==> config.mk <==
export PLATFORM = sky130hd
export DESIGN_NAME = biquad_cascade_df2t_filter_unit
export DESIGN_NICKNAME = d
export VERILOG_FILES = /design/src/hw/rtl/bqc_pkg.sv /design/src/hw/rtl/biquad_cascade_df2t_filter_unit.sv
export SDC_FILE = /design/constraint.sdc
export NUM_CORES = 2
export LEC_CHECK = 0
export BUFFER_PORTS_ARGS = -buffer_cell sky130_fd_sc_hd__buf_2
export CELL_PAD_IN_SITES_DETAIL_PLACEMENT = 0
export CELL_PAD_IN_SITES_GLOBAL_PLACEMENT = 1
export CORE_MARGIN = 2
export CORE_UTILIZATION = 50
export CTS_CLUSTER_DIAMETER = 80
export CTS_CLUSTER_SIZE = 24
export DETAILED_ROUTE_END_ITERATION = 10
export PLACE_DENSITY_LB_ADDON = 0.1
export SYNTH_ARGS = -nofsm -noshare
export SYNTH_HDL_FRONTEND = slang
export SYNTH_SLANG_ARGS = --single-unit
==> constraint.sdc <==
create_clock -name i_clk -period 9.05 [get_ports i_clk]
set_clock_uncertainty 0.15 [all_clocks]
set_input_delay 0.905 -clock i_clk [delete_from_list [all_inputs] [get_ports i_clk]]
set_output_delay 0.905 -clock i_clk [all_outputs]
set_load 0.02 [all_outputs]
==> src/hw/rtl/bqc_pkg.sv <==
// Shared types and constants for the biquad cascade filter unit.
`default_nettype none

package bqc_pkg;

    localparam int MAX_SECTIONS      = 8;
    localparam int WORDS_PER_SECTION = 7;
    localparam int TABLE_WORDS       = WORDS_PER_SECTION * MAX_SECTIONS;
    localparam int DELAY_WORDS       = 2 * MAX_SECTIONS;
    localparam int SEC_W             = $clog2(MAX_SECTIONS);
    localparam int CADDR_W           = $clog2(TABLE_WORDS);
    localparam int DADDR_W           = $clog2(DELAY_WORDS);

    // Coefficient word offsets within one section
    localparam logic [2:0] W_A2    = 3'd0;
    localparam logic [2:0] W_A1    = 3'd1;
    localparam logic [2:0] W_B2    = 3'd2;
    localparam logic [2:0] W_B1    = 3'd3;
    localparam logic [2:0] W_B0    = 3'd4;
    localparam logic [2:0] W_SHIFT = 3'd5;
    localparam logic [2:0] W_GAIN  = 3'd6;

    // Input kinds carried on tuser
    localparam logic FUNC_SAMPLE = 1'b0;
    localparam logic FUNC_COEF   = 1'b1;

    // Configuration register indexes
    localparam logic CFG_NUM_BIQUADS = 1'b0;
    localparam logic CFG_SECTIONS    = 1'b1;

    // Base of the gain shift minus one (45 - 31 - 1)
    localparam logic [5:0] GAIN_SHIFT_M1 = 6'd13;

    typedef enum logic [2:0] {
        S_IDLE,
        S_FETCH,
        S_LOAD,
        S_MUL,
        S_POST,
        S_ROUND,
        S_SAT,
        S_DONE
    } t_state;

    typedef enum logic [2:0] {
        OP_B0,
        OP_B1,
        OP_A1,
        OP_B2,
        OP_A2,
        OP_SH,
        OP_G
    } t_op;

endpackage

`default_nettype wire

==> src/hw/rtl/biquad_cascade_df2t_filter_unit.sv <==
// Top level: cascade of DF2T biquads on one byte-serial multiply-accumulate unit.
//
//  Channel   Group          Handshake            Contents
//  input     i_s_* / o_s_*  tvalid & tready      sample or coefficient request
//  output    o_m_* / i_m_*  tvalid & tready      filtered sample
//  config    i_cfg_*        write enable only    num_biquads, sections_per_chain
//
// A coefficient request is taken in idle without leaving it. For a sample request, each of
// six products per section walks the multiplier through a byte shift register, with a
// table fetch before it and a post step after it.
// Reset clears the delay line state at once through per-word valid bits; the coefficient
// table is undefined until written. A waiting result does not block the next request;
// a finished sample holds in the sequencer only while the output register is still full.
`default_nettype none

module biquad_cascade_df2t_filter_unit
    import bqc_pkg::*;
(
    input  wire logic        i_clk,
    input  wire logic        i_rst_n,
    // tdata: sample_in[31:0], coef_index[37:32], coef_value[69:38], zero pad[71:70]
    input  wire logic [71:0] i_s_tdata,
    // tuser: func[0]
    input  wire logic        i_s_tuser,
    input  wire logic        i_s_tvalid,
    output logic             o_s_tready,
    // tdata: sample_out[31:0]
    output logic [31:0]      o_m_tdata,
    output logic             o_m_tvalid,
    input  wire logic        i_m_tready,
    input  wire logic        i_cfg_we,
    input  wire logic        i_cfg_addr,
    input  wire logic [3:0]  i_cfg_wdata
);

    t_state r_state, n_state;
    t_op    r_op;

    logic [3:0]         r_nbq, r_spc;
    logic [SEC_W-1:0]   r_sec;
    logic [3:0]         r_pos;
    logic [1:0]         r_k;
    logic [31:0]        r_sample, r_x, r_y, r_total, r_mc, r_mp;
    logic [4:0]         r_sh;
    logic [63:0]        r_acc;
    logic [31:0]        r_cq;
    logic [63:0]        r_dq;
    logic               r_dv;
    logic [31:0]        r_out;
    logic               r_out_valid;

    logic [31:0]        coef_mem [TABLE_WORDS];
    logic [63:0]        dly_mem  [DELAY_WORDS];
    logic [DELAY_WORDS-1:0] r_dly_valid;

    logic               s_acc;
    logic               cfg_ok;
    logic               last_sec, chain_end;
    logic [2:0]         word_sel;
    logic [CADDR_W-1:0] c_raddr;
    logic [DADDR_W-1:0] d_raddr, d_waddr;
    logic               d_we;
    logic [40:0]        pp;
    logic [63:0]        pp_ext;
    logic [63:0]        y_round;
    logic [63:0]        g_inc, g_half;
    logic [31:0]        x_sat;
    logic [32:0]        tot_sum;
    logic [31:0]        tot_sat;
    logic               out_free;

    assign s_acc    = i_s_tvalid && o_s_tready;
    assign cfg_ok   = (r_nbq != 4'd0) && (r_nbq <= 4'(MAX_SECTIONS)) && (r_spc != 4'd0);
    assign last_sec = (4'(r_sec) + 4'd1) == r_nbq;
    assign chain_end = ((r_pos + 4'd1) == r_spc) || last_sec;
    assign out_free = !r_out_valid || i_m_tready;

    // Word offset of the current step
    always_comb begin
        case (r_op)
            OP_B0:   word_sel = W_B0;
            OP_B1:   word_sel = W_B1;
            OP_A1:   word_sel = W_A1;
            OP_B2:   word_sel = W_B2;
            OP_A2:   word_sel = W_A2;
            OP_SH:   word_sel = W_SHIFT;
            OP_G:    word_sel = W_GAIN;
            default: word_sel = W_GAIN;
        endcase
    end

    // Byte digit times coefficient; only the top digit is signed
    assign pp     = 41'($signed(r_mc) * $signed({(r_k == 2'd3) & r_mp[7], r_mp[7:0]}));
    assign pp_ext = {{23{pp[40]}}, pp} << {r_k, 3'b000};

    assign y_round = r_acc + 64'h0000_0000_2000_0000;
    assign g_inc   = r_acc + 64'd1;
    assign g_half  = {g_inc[63], g_inc[63:1]};

    always_comb begin
        if (&g_half[63:31] || ~|g_half[63:31]) begin
            x_sat = g_half[31:0];
        end else if (g_half[63]) begin
            x_sat = 32'h8000_0000;
        end else begin
            x_sat = 32'h7FFF_FFFF;
        end
    end

    assign tot_sum = {r_total[31], r_total} + {x_sat[31], x_sat};
    always_comb begin
        case (tot_sum[32:31])
            2'b01:   tot_sat = 32'h7FFF_FFFF;
            2'b10:   tot_sat = 32'h8000_0000;
            default: tot_sat = tot_sum[31:0];
        endcase
    end

    // Next state
    always_comb begin
        n_state = r_state;
        case (r_state)
            S_IDLE: begin
                if (s_acc && i_s_tuser == FUNC_SAMPLE) begin
                    n_state = cfg_ok ? S_FETCH : S_DONE;
                end
            end
            S_FETCH: n_state = S_LOAD;
            S_LOAD:  n_state = (r_op == OP_SH) ? S_FETCH : S_MUL;
            S_MUL:   n_state = (r_k == 2'd3) ? S_POST : S_MUL;
            S_POST:  n_state = (r_op == OP_G) ? S_ROUND : S_FETCH;
            S_ROUND: n_state = S_SAT;
            S_SAT:   n_state = last_sec ? S_DONE : S_FETCH;
            S_DONE:  n_state = out_free ? S_IDLE : S_DONE;
            default: n_state = S_IDLE;
        endcase
    end

    // Outputs and memory controls
    always_comb begin
        o_s_tready = 1'b0;
        d_we       = 1'b0;
        c_raddr    = CADDR_W'({r_sec, 3'b000}) - CADDR_W'(r_sec) + CADDR_W'(word_sel);
        d_raddr    = {r_sec, (r_op != OP_B0)};
        d_waddr    = {r_sec, (r_op == OP_A2)};
        case (r_state)
            S_IDLE:  o_s_tready = 1'b1;
            S_POST:  d_we = (r_op == OP_A1) || (r_op == OP_A2);
            default: d_we = 1'b0;
        endcase
    end

    assign o_m_tvalid = r_out_valid;
    assign o_m_tdata  = r_out;

    // Memories
    always_ff @(posedge i_clk) begin
        if (s_acc && i_s_tuser == FUNC_COEF && i_s_tdata[37:32] < 6'(TABLE_WORDS)) begin
            coef_mem[i_s_tdata[32 +: CADDR_W]] <= i_s_tdata[69:38];
        end
        if (d_we) begin
            dly_mem[d_waddr] <= r_acc;
        end
        r_cq <= coef_mem[c_raddr];
        r_dq <= dly_mem[d_raddr];
        r_dv <= r_dly_valid[d_raddr];
    end

    // Control state
    always_ff @(posedge i_clk) begin
        if (!i_rst_n) begin
            r_state     <= S_IDLE;
            r_nbq       <= 4'd1;
            r_spc       <= 4'd1;
            r_dly_valid <= '0;
            r_out_valid <= 1'b0;
            r_k         <= 2'd0;
        end else begin
            r_state <= n_state;
            if (i_cfg_we) begin
                if (i_cfg_addr == CFG_NUM_BIQUADS) begin
                    r_nbq <= i_cfg_wdata;
                end else if (i_cfg_addr == CFG_SECTIONS) begin
                    r_spc <= i_cfg_wdata;
                end
            end
            if (d_we) begin
                r_dly_valid[d_waddr] <= 1'b1;
            end
            if (r_state == S_DONE && out_free) begin
                r_out_valid <= 1'b1;
            end else if (i_m_tready) begin
                r_out_valid <= 1'b0;
            end
            r_k <= (r_state == S_MUL) ? r_k + 2'd1 : 2'd0;
        end
    end

    // Datapath
    always_ff @(posedge i_clk) begin
        case (r_state)
            S_IDLE: begin
                r_sample <= i_s_tdata[31:0];
                r_x      <= i_s_tdata[31:0];
                r_total  <= 32'd0;
                r_sec    <= '0;
                r_pos    <= 4'd0;
                r_op     <= OP_B0;
            end
            S_LOAD: begin
                r_mc <= r_cq;
                case (r_op)
                    OP_B0, OP_B1: begin
                        r_acc <= r_dv ? r_dq : 64'd0;
                        r_mp  <= r_x;
                    end
                    OP_A1, OP_A2: r_mp <= r_y;
                    OP_B2: begin
                        r_acc <= 64'd0;
                        r_mp  <= r_x;
                    end
                    OP_SH: begin
                        r_sh <= r_cq[4:0];
                        r_op <= OP_G;
                    end
                    default: begin
                        r_acc <= 64'd0;
                        r_mp  <= r_y;
                    end
                endcase
            end
            S_MUL: begin
                r_acc <= r_acc + pp_ext;
                r_mp  <= {8'd0, r_mp[31:8]};
            end
            S_POST: begin
                case (r_op)
                    OP_B0: begin
                        r_y  <= y_round[61:30];
                        r_op <= OP_B1;
                    end
                    OP_B1:   r_op <= OP_A1;
                    OP_A1:   r_op <= OP_B2;
                    OP_B2:   r_op <= OP_A2;
                    OP_A2:   r_op <= OP_SH;
                    default: r_op <= OP_G;
                endcase
            end
            S_ROUND: begin
                r_acc <= $signed(r_acc) >>> (GAIN_SHIFT_M1 + 6'(r_sh));
            end
            S_SAT: begin
                r_op  <= OP_B0;
                r_sec <= r_sec + SEC_W'(1);
                if (chain_end) begin
                    r_total <= tot_sat;
                    r_x     <= r_sample;
                    r_pos   <= 4'd0;
                end else begin
                    r_x   <= x_sat;
                    r_pos <= r_pos + 4'd1;
                end
            end
            S_DONE: begin
                if (out_free) begin
                    r_out <= r_total;
                end
            end
            default: r_op <= r_op;
        endcase
    end

    a_ready_idle: assert property (@(posedge i_clk) disable iff (!i_rst_n)
        o_s_tready |-> r_state == S_IDLE)
        else $error("input ready outside idle");

    a_mul_count: assert property (@(posedge i_clk) disable iff (!i_rst_n)
        r_state != S_MUL |=> r_k == 2'd0 || r_state == S_MUL)
        else $error("multiply digit counter out of step");

    a_sec_range: assert property (@(posedge i_clk) disable iff (!i_rst_n)
        r_state == S_FETCH |-> 4'(r_sec) < r_nbq)
        else $error("section index beyond section count");

    a_mul_after_load: assert property (@(posedge i_clk) disable iff (!i_rst_n)
        $rose(r_state == S_MUL) |-> $past(r_state) == S_LOAD)
        else $error("multiply entered without operand load");

endmodule

`default_nettype wire

==> qor.yml <==
run_status: "completed"
die_x_um: 538.5
r2r_end: "r_acc[63]$_DFFE_PP_"
dp_hpwl_um: 246300
place_inst: 12060
syn_to_final_growth_pct: 10.75
viasPerCell: 6.153
relSlewSlack: 0.2371
die_area_um2: 290000
ant_nets: 0
worst-endpoint-arrival_ns: 9.29
cp-end-kind: "flop"
place_congestion: 0.9244
core_um2: 284700
finalCritPeriodShare: 0.9684
crit_required_ns: 9.58
cts-root-buf: "clkbuf_16"
netlist.area_leader.share: 0.6556
synthesis.nets: 8522
htree_levels: 4
critical-path-max-stage-delay_ns: 0.55
grt_pass1_vias: 77540
antenna_found_initial: 31
initial_core_util: 0.5018
multi_input_area_um2: 45350
synth_top_family_by_area: "multiplexers"
cp_num_buf_inv: 6
cts_tree: "built"
overflow: 0
clock_path_buffers: 4
finalHoldViolations: 0
syn_inst: 8008
hp-start: "i_s_tdata[25]"
min_path_cells: 1
fmax_mhz: 114.1
wl_um: 386800
synth_cell_types: 90
path_common_cell: "fa_1"
synthMuxAreaShare: 0.1580
maxSlewViolCount: 0
grt_pass1_wl_um: 556400
ys_ff_latch: 3246
maxCapViolCount: 0
drive_above_1_share: 0.2527
netlist_top_cells_count: "edfxtp_1, mux4_2, nand2_1"
drtIter0Drc: 7882
synth-adder-area-share: 0.05004
rows: 196
io_buffers: 114
die_h_um: 538.5
post-route-util: 0.5557
fillCellCount: 22020
dpl-instance-area_um2: 152000
cpMaxStageDelayCell: "fa_1"
first_pass_iters: 6
critPathMaxFanout: 3
drc: 0
synth_edf_count: 3119
synth-simple-area-share: 0.04428
instances_no_fill: 12380
synth_top_cell_by_area: "edfxtp_1"
rsz0062_at_grt: "true"
whs_endpoint: "r_sample[25]$_DFFE_PP_"
clk_pin_slew_ns: 0.10
critical_path_class: "reg2reg"
via_count: 76180
setup_violations: 0
netlist_area_um2: 142900
ff2ff_setup_slack_ns: 0.29
cts_sinks: 3246
yosys-top-cells-area: "edfxtp_1, mux4_2, fa_1"
synth_seq_area_share: 0.6734
hold_path.class: "in2reg"
crit_path_start_kind: "flop"
period_needed_ns: 8.764
worstMarginPinSlew_ns: 1.144
io_pins: 117
synth.avg_cell_area_um2: 17.84
num-nets-final: 9008
async_flop_share: 0
seqCellArea_um2: 96200
path_delay_family: "adder cells"
ff2ff_path_depth: 36
routedWlPerCell_um: 31.24
yosys.area_share.xor_xnor: 0.01358
ys.flop_type: "edfxtp_1"
clock_latency_ns: 0.91
yosysMostFrequentCell: "edfxtp_1"
cts_buffers: 171
yosys_warnings: 0
final_cell_area_um2: 158200
grt_max_degree: 116
reg2reg_from: "r_mp[3]$_DFFE_PP_"
synth_compound_area_frac: 0.04202
grt_use_total: 0.2653
==> final cells by class <==
type	instances	area share
inverter	253	0.006034
clock buffer	244	0.02998
antenna	20	0.0003163
clock inverter	34	0.003369
sequential	3246	0.6081
tap	3762	0.02975
timing repair buffer	752	0.03586
multi-input combinational	4070	0.2866
==> kinds of logic (layout without fill, tap and decap cells) <==
kind of cell | after synthesis | after routing
flops | 3246 | 3246
simple gates | 1329 | 1329
mux | 1093 | 1093
compound gates | 997 | 997
buf+inv | 692 | 1283
fa+ha+maj | 431 | 431
xor+xnor | 220 | 220
other cells | 0 | 20
==> worst reg2reg max path, delay by kind of cell (launching register included) <==
kind | cells | cell delay (ns)
buf+inv | 6 | 0.42
mux | 2 | 0.42
xor+xnor | 2 | 0.49
fa+ha+maj | 7 | 3.16
simple gates | 7 | 1.42
compound gates | 12 | 2.11
flops | 1 | 0.41
==> through the flow <==
step	setup TNS [ns]	hold WS, ns	setup slack (ns)
after floorplan	0	0.2355	0.03896
after global placement	-2.591	0.2432	-0.5311
after detailed placement	-2.383	0.2469	-0.5319
after CTS	0	0.005476	0.003008
after global routing	-0.1762	0.02933	-0.09381
final	0	0.06782	0.2860
==> state kept, by name, indices dropped and copies added, names as in the netlist, 3 cells and up <==
signal       flops
r_sec            3
r_mp            32
dly_mem       1024
r_sh             5
r_total         32
r_mc            32
r_spc            4
r_state          3
r_pos            4
r_op             3
r_cq            32
r_dly_valid     16
r_acc           64
r_nbq            4
r_dq            64
o_m_tdata       32
r_sample        32
r_y             32
coef_mem      1792
r_x             32
==> how the worst max path moves through the flow <==
stage,startpoint,endpoint,cells after the start
after floorplan,r_mp[0]$_DFFE_PP_,r_acc[63]$_DFFE_PP_,37
after global placement,r_mp[3]$_DFFE_PP_,r_acc[63]$_DFFE_PP_,38
after detailed placement,r_mp[3]$_DFFE_PP_,r_acc[63]$_DFFE_PP_,36
after CTS,r_mp[3]$_DFFE_PP_,r_acc[57]$_DFFE_PP_,39
after global routing,r_mp[3]$_DFFE_PP_,r_acc[63]$_DFFE_PP_,36
final,r_mp[3]$_DFFE_PP_,r_acc[63]$_DFFE_PP_,36
==> cells in the final DEF (no fill, tap or decap), types with 18 or more instances in the layout <==
cell type,synthesis,final
nand2b_1,32,31
o21a_1,30,30
mux2_2,50,49
nand4_1,44,44
mux4_2,925,925
dfxtp_1,127,125
and2_1,175,173
nor2_4,0,75
o21ai_1,13,29
o22ai_1,18,18
clkbuf_1,322,63
nor3_1,46,43
o22a_1,19,19
diode_2,0,20
a211oi_1,67,57
o21ai_0,247,222
and3_1,33,32
ha_1,197,187
xor2_1,95,90
inv_1,249,246
a31oi_1,27,23
a21o_1,79,79
nor2_1,353,274
nor2b_1,42,41
fa_1,234,233
edfxtp_1,3119,3119
a21oi_1,365,341
mux2i_1,117,113
buf_2,20,114
clkbuf_16,0,179
buf_4,2,607
xnor2_1,124,108
nand3_1,71,69
a21oi_2,0,22
buf_12,0,22
nand2_1,459,455
==> layer usage <==
metal  wire (um)  vias to the layer above  global-route usage  part of all wire
met4       14160                        6             0.08466             0.037
met2      197100                     2462              0.4582              0.51
li1            -                    32540                   -                 -
met1      155800                    40640              0.3574              0.40
met3       19720                      542             0.02481             0.051
met5          38                        -                   0          0.000098
==> what timing repair did <==
item                       4_1_cts  5_1_grt
resized for setup               36      106
pin swaps                        7       62
hold buffers                     0        0
setup endpoints to repair       13       54
setup buffers                    2       27
Power is not shown: default switching activity piles up to over one toggle a cycle in this logic, so the estimate is an artifact.
